File: src/rtl/wcsm_pkg.sv
// Types and constants of the wildcard star regex matcher.
package wcsm_pkg;

	localparam int unsigned PATTERN_MAX = 32;
	localparam int unsigned LEN_W = $clog2(PATTERN_MAX + 1);

	localparam logic [7:0] STAR_BYTE = 8'h2A;
	localparam logic [7:0] DOT_BYTE = 8'h2E;

	typedef enum logic [1:0] {
		OP_CLEAR   = 2'd0,
		OP_APPEND  = 2'd1,
		OP_RESTART = 2'd2,
		OP_TEXT    = 2'd3
	} op_t;

	typedef struct packed {
		op_t        opcode;
		logic [7:0] data_byte;
	} item_t;

	typedef struct packed {
		logic matched;
		logic overflow;
	} result_t;

	// Signals every cell sees alike.
	typedef struct packed {
		logic       restart;
		logic       consume;
		logic [7:0] data_byte;
	} bcast_t;

	// Signals decoded for one cell from its position and the pattern length.
	typedef struct packed {
		logic origin;
		logic live;
		logic live_next;
		logic wr;
		logic nxt_wr;
	} cell_ctl_t;

endpackage

File: src/rtl/wcsm_cell.sv
// One pattern position: its byte, element marks and active bit.
module wcsm_cell (
	input  logic               clk,
	input  logic               arst_n,
	input  wcsm_pkg::bcast_t   bcast,
	input  wcsm_pkg::cell_ctl_t ctl,
	input  logic               prev_start,
	input  logic               skip_in,
	input  logic               adv_in,
	output logic               start,
	output logic               skip_out,
	output logic               adv_out,
	output logic               closed
);

	logic [7:0] byte_q;
	logic       start_q;
	logic       starred_q;
	logic       raw_q;
	logic       byte_is_star;
	logic       hit;
	logic       star_ok;

	assign byte_is_star = (bcast.data_byte == wcsm_pkg::STAR_BYTE);
	assign hit = (byte_q == wcsm_pkg::DOT_BYTE) || (byte_q == bcast.data_byte);
	assign star_ok = starred_q & ctl.live_next;

	// The active bit after closure: set directly, or reached by skipping the
	// starred element two positions back.
	assign closed = raw_q | skip_in;
	assign skip_out = closed & star_ok;
	assign adv_out = closed & hit & ctl.live & ~star_ok;
	assign start = start_q;

	// A '*' right after an element that begins at the previous position stars
	// that element; any other byte begins a new element here.
	always_ff @(posedge clk) begin
		if (ctl.wr) begin
			byte_q <= bcast.data_byte;
			start_q <= ~(byte_is_star & prev_start);
			starred_q <= 1'b0;
		end else if (ctl.nxt_wr && byte_is_star && start_q) begin
			starred_q <= 1'b1;
		end
	end

	always_ff @(posedge clk or negedge arst_n) begin
		if (!arst_n) begin
			raw_q <= ctl.origin;
		end else if (bcast.restart) begin
			raw_q <= ctl.origin;
		end else if (bcast.consume) begin
			raw_q <= (closed & hit & star_ok) | adv_in;
		end
	end

endmodule

File: src/rtl/wildcard_star_regex_matcher.sv
// Top level of the wildcard star regex matcher.
// Whole-string matcher for patterns of literal bytes, '.' and '*' after an element.
// Each pattern position is one cell in a row; text bytes move the active bits
// along the row, and the empty-match closure over starred elements ripples
// through the cells within the same cycle. An item is taken every cycle while
// results are drained; each result is registered: the transfer edge updates the
// cell row and sets a pending flag, and the output register is loaded from the
// row once it is free. Clear, append and begin-text each restart the text. No
// clearing pass is needed after reset.
module wildcard_star_regex_matcher (
	input  logic                clk,
	input  logic                arst_n,
	input  wcsm_pkg::item_t     item,
	input  logic                item_valid,
	output logic                item_stall,
	output wcsm_pkg::result_t   result,
	output logic                result_valid,
	input  logic                result_stall
);

	localparam int unsigned PM = wcsm_pkg::PATTERN_MAX;
	localparam int unsigned LW = wcsm_pkg::LEN_W;

	logic [LW-1:0]     len_q;
	logic              raw_end_q;
	logic              pending_q;
	logic              ovf_q;
	logic              result_valid_q;
	wcsm_pkg::result_t result_q;

	logic              accept;
	logic              load;
	logic              is_append;
	logic              room;
	logic              app_ok;
	wcsm_pkg::bcast_t  bcast;

	logic [PM-1:0]     start_w;
	logic [PM-1:0]     skip_w;
	logic [PM-1:0]     adv_w;
	logic [PM:0]       closed_all;
	logic              skip_end;

	assign load = pending_q & (~result_valid_q | ~result_stall);
	assign item_stall = pending_q & ~load;
	assign accept = item_valid & ~item_stall;

	assign is_append = (item.opcode == wcsm_pkg::OP_APPEND);
	assign room = (len_q < LW'(PM));
	assign app_ok = accept & is_append & room;

	assign bcast.restart = accept & (item.opcode != wcsm_pkg::OP_TEXT);
	assign bcast.consume = accept & (item.opcode == wcsm_pkg::OP_TEXT);
	assign bcast.data_byte = item.data_byte;

	for (genvar j = 0; j < PM; j++) begin : g_cell
		localparam int unsigned IDX = j;
		localparam int unsigned IDX1 = j + 1;
		wcsm_pkg::cell_ctl_t ctl;
		logic prev_start;
		logic skip_in;
		logic adv_in;

		assign ctl.origin = (IDX == 0);
		assign ctl.live = (len_q > IDX[LW-1:0]);
		assign ctl.live_next = (len_q > IDX1[LW-1:0]);
		assign ctl.wr = app_ok & (len_q == IDX[LW-1:0]);
		assign ctl.nxt_wr = app_ok & (len_q == IDX1[LW-1:0]);

		if (j == 0) begin : g_first
			assign prev_start = 1'b0;
			assign adv_in = 1'b0;
		end else begin : g_rest
			assign prev_start = start_w[j-1];
			assign adv_in = adv_w[j-1];
		end

		if (j < 2) begin : g_noskip
			assign skip_in = 1'b0;
		end else begin : g_skip
			assign skip_in = skip_w[j-2];
		end

		wcsm_cell u_cell (
			.clk        (clk),
			.arst_n     (arst_n),
			.bcast      (bcast),
			.ctl        (ctl),
			.prev_start (prev_start),
			.skip_in    (skip_in),
			.adv_in     (adv_in),
			.start      (start_w[j]),
			.skip_out   (skip_w[j]),
			.adv_out    (adv_w[j]),
			.closed     (closed_all[j])
		);
	end

	// Active bit of the position just past a full store.
	if (PM >= 2) begin : g_end_skip
		assign skip_end = skip_w[PM-2];
	end else begin : g_end_noskip
		assign skip_end = 1'b0;
	end

	assign closed_all[PM] = raw_end_q | skip_end;

	always_ff @(posedge clk or negedge arst_n) begin
		if (!arst_n) begin
			len_q <= '0;
			raw_end_q <= 1'b0;
			pending_q <= 1'b0;
			result_valid_q <= 1'b0;
		end else begin
			if (accept && item.opcode == wcsm_pkg::OP_CLEAR) begin
				len_q <= '0;
			end else if (app_ok) begin
				len_q <= len_q + LW'(1);
			end

			if (bcast.restart) begin
				raw_end_q <= 1'b0;
			end else if (bcast.consume) begin
				raw_end_q <= adv_w[PM-1];
			end

			if (accept) begin
				pending_q <= 1'b1;
			end else if (load) begin
				pending_q <= 1'b0;
			end

			if (load) begin
				result_valid_q <= 1'b1;
			end else if (!result_stall) begin
				result_valid_q <= 1'b0;
			end
		end
	end

	// The cell row already holds the pending item's state when it is loaded.
	always_ff @(posedge clk) begin
		if (accept) begin
			ovf_q <= is_append & ~room;
		end
		if (load) begin
			result_q.matched <= closed_all[len_q];
			result_q.overflow <= ovf_q;
		end
	end

	assign result = result_q;
	assign result_valid = result_valid_q;

endmodule

File: config.mk
export PLATFORM = sky130hd
export DESIGN_NAME = wildcard_star_regex_matcher
export DESIGN_NICKNAME = d
export VERILOG_FILES = /design/src/rtl/wcsm_pkg.sv /design/src/rtl/wcsm_cell.sv /design/src/rtl/wildcard_star_regex_matcher.sv
export SDC_FILE = /design/constraint.sdc
export NUM_CORES = 1
export LEC_CHECK = 0
export BUFFER_PORTS_ARGS = -buffer_cell sky130_fd_sc_hd__buf_2
export CAP_MARGIN = 25
export CORE_MARGIN = 2
export CORE_UTILIZATION = 62
export DETAILED_ROUTE_END_ITERATION = 6
export PLACE_DENSITY = 0.87
export SLEW_MARGIN = 20
export SYNTH_ARGS = -nofsm -noshare
export SYNTH_HDL_FRONTEND = slang
export SYNTH_SLANG_ARGS = --single-unit
File: constraint.sdc
create_clock -name clk -period 9.11 [get_ports clk]
set_input_delay 1.822 -clock clk [delete_from_list [all_inputs] [get_ports clk]]
set_output_delay 1.822 -clock clk [all_outputs]
set_load 0.03 [all_outputs]
; ---- Word level (Yosys, flattened, before mapping)
; Index checks and enable logic that the tools add are counted.
[op_classes]
add_sub_neg = 1
n_lt_le_gt_ge = 35
eq_ne = 101
n_mux = 74
bitwise = 393
n_reduce_logical = 101
[op_table]
columns = cell, count
row1 = "== test 8 x 6 -> 1 bit, second input constant", 33
row2 = bitwise AND 1 bit, 262
row3 = == test 8 bit, 32
row4 = "== test 6 x 5 -> 1 bit, second input constant", 16
row5 = "greater-than comparator 6 x 5 -> 1 bit, second input constant", 16
row6 = two-way mux 1 bit, 71
row7 = NOT 1 bit, 68
row8 = logical AND 1 bit, 64
row9 = OR 1 bit, 63
row10 = "== test 6 x 4 -> 1 bit, second input constant", 8
row11 = "greater-than comparator 6 x 4 -> 1 bit, second input constant", 8
row12 = logical OR 1 bit, 32
row13 = "== test 6 x 3 -> 1 bit, second input constant", 4
row14 = "greater-than comparator 6 x 3 -> 1 bit, second input constant", 4
row15 = "== test 6 x 2 -> 1 bit, second input constant", 2
row16 = "greater-than comparator 6 x 1 -> 1 bit, second input constant", 2
row17 = "greater-than comparator 6 x 2 -> 1 bit, second input constant", 2
row18 = two-way mux 6 bit, 2
row19 = "less-than comparator 6 x 7 -> 1 bit, second input constant", 1
row20 = "adder 6 x 1 -> 6 bit, second input constant", 1
row21 = binary-select mux 1 bit (select 6 bit), 1
row22 = "== test 6 x 1 -> 1 bit, second input constant", 1
row23 = "== test 6 bit, second input constant", 1
row24 = "greater-than comparator 6 bit, second input constant", 1
row25 = other kinds (8), 10
[word_totals]
ff_bits = 363
input_bits = 14
out_inout_bits = 4

; ---- Logic depth before layout (Yosys ltp)
[depth]
word_depth = 38
mapped_depth = 15
mapped_depth_nobuf = 12

; ---- Least setup slack after synthesis
; No wires, ideal clock.
[synth_path]
path_kind = input -> register
start = in result_stall
end = reg g_cell[18].u_cell.byte_q[0], enable pin
setup_time_ns = 0.410
t_arrival_ns = 4.026
t_required_ns = 8.700
path_slack_ns = 4.675
cell_stages = 7
path_buffers = 0
path_cell_list = nand3_1 > nand2_1 > nor2_1 > nand2_1 > nor2_1 > nand2_1 > nor4b_1
[synth_lines]
columns = element, line
row1 = "start, declared", wildcard_star_regex_matcher.sv:18  ; input logic result_stall
row2 = "end signal, assigned", wcsm_cell.sv:39  ; byte_q <= bcast.data_byte;
row3 = "end, declared", wcsm_cell.sv:16  ; logic [7:0] byte_q;

; ---- Final worst setup path
[layout_path]
start = reg len_q[1]
end = reg result_q (netlist bit result[1]) (data pin)
[layout_via]
elab_chain_len = 36
[layout_rtl]
columns = element, line
row1 = "start, declared", wildcard_star_regex_matcher.sv:24  ; logic [LW-1:0] len_q;
row2 = "start signal, assigned", wildcard_star_regex_matcher.sv:118  ; len_q <= len_q + LW'(1);
row3 = greater-than comparator 6 x 1 -> 1 bit, wildcard_star_regex_matcher.sv:66  ; assign ctl.live_next = (len_q > IDX1[LW-1:0]);
row4 = bitwise AND 1 bit, wcsm_cell.sv:26  ; assign star_ok = starred_q & ctl.live_next;
row5 = bitwise AND 1 bit, wcsm_cell.sv:31  ; assign skip_out = closed & star_ok;
row6 = OR 1 bit, wcsm_cell.sv:30  ; assign closed = raw_q | skip_in;
row7 = bitwise AND 1 bit, wcsm_cell.sv:31
row8 = OR 1 bit, wcsm_cell.sv:30
row9 = bitwise AND 1 bit, wcsm_cell.sv:31
row10 = OR 1 bit, wcsm_cell.sv:30
row11 = [... 20 more ...], -
row12 = bitwise AND 1 bit, wcsm_cell.sv:31
row13 = OR 1 bit, wcsm_cell.sv:30
row14 = bitwise AND 1 bit, wcsm_cell.sv:31
row15 = OR 1 bit, wcsm_cell.sv:30
row16 = bitwise AND 1 bit, wcsm_cell.sv:31
row17 = OR 1 bit, wildcard_star_regex_matcher.sv:106  ; assign closed_all[PM] = raw_end_q | skip_end;
row18 = binary-select mux 1 bit (select 6 bit) *, wildcard_star_regex_matcher.sv:147  ; result_q.matched <= closed_all[len_q];
row19 = two-way mux 1 bit (not written as such) *, wildcard_star_regex_matcher.sv:147
row20 = "end, declared", wildcard_star_regex_matcher.sv:29  ; wcsm_pkg::result_t result_q;
; Mark *: on every way between the ends. The rest lies on a longest branch, timed or not. The select of a mux whose other input is x is not followed.
; A chain may end at the register's enable or synchronous reset.

==> qor.yml <==
h-tree-depth: 2
viasPerCell: 6.419
cts_made_buffers: 36
antenna_cells: 0
first_pass_iters: 5
seqCellArea_um2: 10350
final_antenna_net_count: 0
hpwl_um: 23760
totalWireLength_um: 38730
port_buffers: 17
ys.flop_type: "edfxtp_1"
critPathKind: "reg2reg"
finalSetupViolCount: 0
skew_ns: 0.02338
placed_area_um2: 17690
cp-end-kind: "register"
fillers: 1778
grt_pass1_vias: 11640
ios: 18
grt.total_usage: 0.2702
drc: 0
period_needed_ns: 4.900
grt_pass1_wl_um: 62040
cts_max_path_buffers: 3
finalCritPeriodShare: 0.5378
synth-seq-cells: 362
syn-cell-area_um2: 17250
synth-compound-area-share: 0.1052
maxCapViolCount: 0
synthXorXnorAreaFrac: 0.1315
tightestPinTransition_ns: 1.031
syn2layout_area_growth_pct: 9.435
ys_async_sr_fraction: 0.1133
die_h_um: 170.8
syn-instance-count: 1424
status: "complete, no violations"
drive_gt1_frac: 0.08162
cts.sinks: 362
avgRoutedWirePerCell_um: 21.09
vias: 11790
synth_edf_count: 289
cts-resized-gates: 0
grt_overflow_total: 0
synth-adder-area-share: 0.002901
die_x_um: 170.8
synth.net_count: 1442
synth.most_common_cell: "edfxtp_1"
antenna_found_initial: 0
synth_top_cell_area_share: 0.5030
p_leak_nw: 6.246
ir_drop_mv: 0.1065
core-area_um2: 27550
arrival_ns: 5.27
clk_latency_ns: 0.53
ys_seq_area_frac: 0.5997
yosysWarnings: 0
start_util: 0.6262
setup_tns_ns: 0
slew_headroom: 0.3127
cts_setup_buffers: 0
gp_congestion: 0.9746
synth_top_family_by_area: "simple AND/OR/NAND/NOR gates"
die_area_um2: 29180
design_area_um2: 18880
ys_top_cells_by_area: "edfxtp_1 (50%), xnor2_1 (7.5%), dfrtp_1 (5.8%)"
slew_violations: 0
required_ns: 9.49
grt_max_degree: 66
yosys.cell_types.count: 82
hold_class: "reg2reg"
cts_tree: "yes"
synth_area_per_cell_um2: 12.12
synth_top_cell_by_area: "edfxtp_1"
fin_hold_ws_ns: 0.4563
rows: 61
synth_simple_gate_area_frac: 0.1392
crit_path_start_kind: "register"
holdBufCountCts: 0
multi_input_area_um2: 6594
rsz0062_at_grt: "no"
reg2reg_slack_ns: 4.21
hold_viol: 0
nets: 1449
powerDensity_nw_per_um2: 192.2
path_clk_slew_ns: 0.07
clockRootBuffer: "clkbuf_16"
fmax_mhz: 204.1
synthMuxAreaShare: 0.001958
drtIter0Drc: 1392
crit_fanout: 20
yosys-top-cells-count: "edfxtp_1 (289), xnor2_1 (147), xor2_1 (112), nor2_1 (101), nand2_1 (96)"
==> final timing paths <==
| path | cells after the start | endpoint | startpoint |
|---|---|---|---|
| min in group asynchronous | 1 | g_cell[5].u_cell.raw_q$_DFFE_PN0P_ | arst_n |
| max in group asynchronous | 1 | g_cell[20].u_cell.raw_q$_DFFE_PN0P_ | arst_n |
| min | 0 | result[0]$_DFFE_PP_ | ovf_q$_DFFE_PP_ |
| max | 12 | result[1]$_DFFE_PP_ | len_q[1]$_DFFE_PN0P_ |
| min reg2reg | 0 | result[0]$_DFFE_PP_ | ovf_q$_DFFE_PP_ |
| max reg2reg | 12 | result[1]$_DFFE_PP_ | len_q[1]$_DFFE_PN0P_ |
==> stage by stage <==
stage               worst slack [ns]  power (W)  utilization  std cells
global placement               4.314   0.002186       0.6418       1769
floorplan                      4.675   0.002088            -       1424
detailed placement             4.080   0.002193       0.6422       1771
finish                         4.210   0.003629       0.6853       1836
CTS                            4.487   0.003629       0.6848       1836
global route                   4.029   0.003731       0.6853       1836
==> critical path, stage by stage (launching register included) <==
cell,delay [ns]
dfrtp_1,0.80
clkinv_1,0.54
ha_1,0.51
nor2_1,0.57
o311a_1,0.30
a311oi_1,0.13
a211o_1,0.38
o21ai_0,0.52
a31o_2,0.29
a21o_1,0.16
a31oi_1,0.11
o221ai_1,0.25
a311o_1,0.19
==> sequential cells by signal (all words and copies together) (netlist names) <==
signal                   count
g_cell.u_cell.byte_q       256
g_cell.u_cell.start         30
len_q                        6
g_cell.u_cell.starred_q     32
pending_q                    1
g_cell.u_cell.raw_q         32
result_valid                 1
raw_end_q                    1
result                       2
ovf_q                        1
==> cell usage in the layout, fill, tap and decap left out, drive strengths merged, types with 35 or more instances in the layout <==
| cell type | instances |
|---|---|
| nand4 | 54 |
| nor2 | 101 |
| nand2 | 96 |
| dfrtp | 40 |
| buf | 35 |
| xnor2 | 147 |
| o21ai | 68 |
| nor4 | 43 |
| a21oi | 48 |
| xor2 | 112 |
| clkbuf | 50 |
| edfxtp | 289 |
==> metal layers <==
layer | track usage | wire (um) | vias to the layer above | part of all wire
met2 | 0.4436 | 18430 | 606 | 0.48
met4 | 0.09801 | 1243 | 0 | 0.032
met3 | 0.04303 | 3161 | 120 | 0.082
li1 | - | - | 5332 | -
met5 | 0 | 0 | - | 0
met1 | 0.3683 | 15890 | 5727 | 0.41
==> cell type report <==
class / instances / area share
clock buffer: 50 / 0.05547
clock inverter: 15 / 0.006627
inverter: 20 / 0.003976
multi-input combinational: 976 / 0.3492
sequential: 362 / 0.5480
tap: 378 / 0.02505
timing repair buffer: 35 / 0.01166
==> logic make-up after synthesis <==
group / Yosys count
buffers and inverters: 86
DFF: 362
xor gates and xnor gates: 259
and+or+nand+nor: 443
AOI/OAI and AO/OA: 268
adders and majority gates: 4
muxes: 2
==> power by group <==
group / internal, W / switching, W
registers: 0.00180 / 0.0000235
logic: 0.000106 / 0.000242
clock network: 0.000840 / 0.000615
No activity file was read; power rests on OpenSTA's default activity.
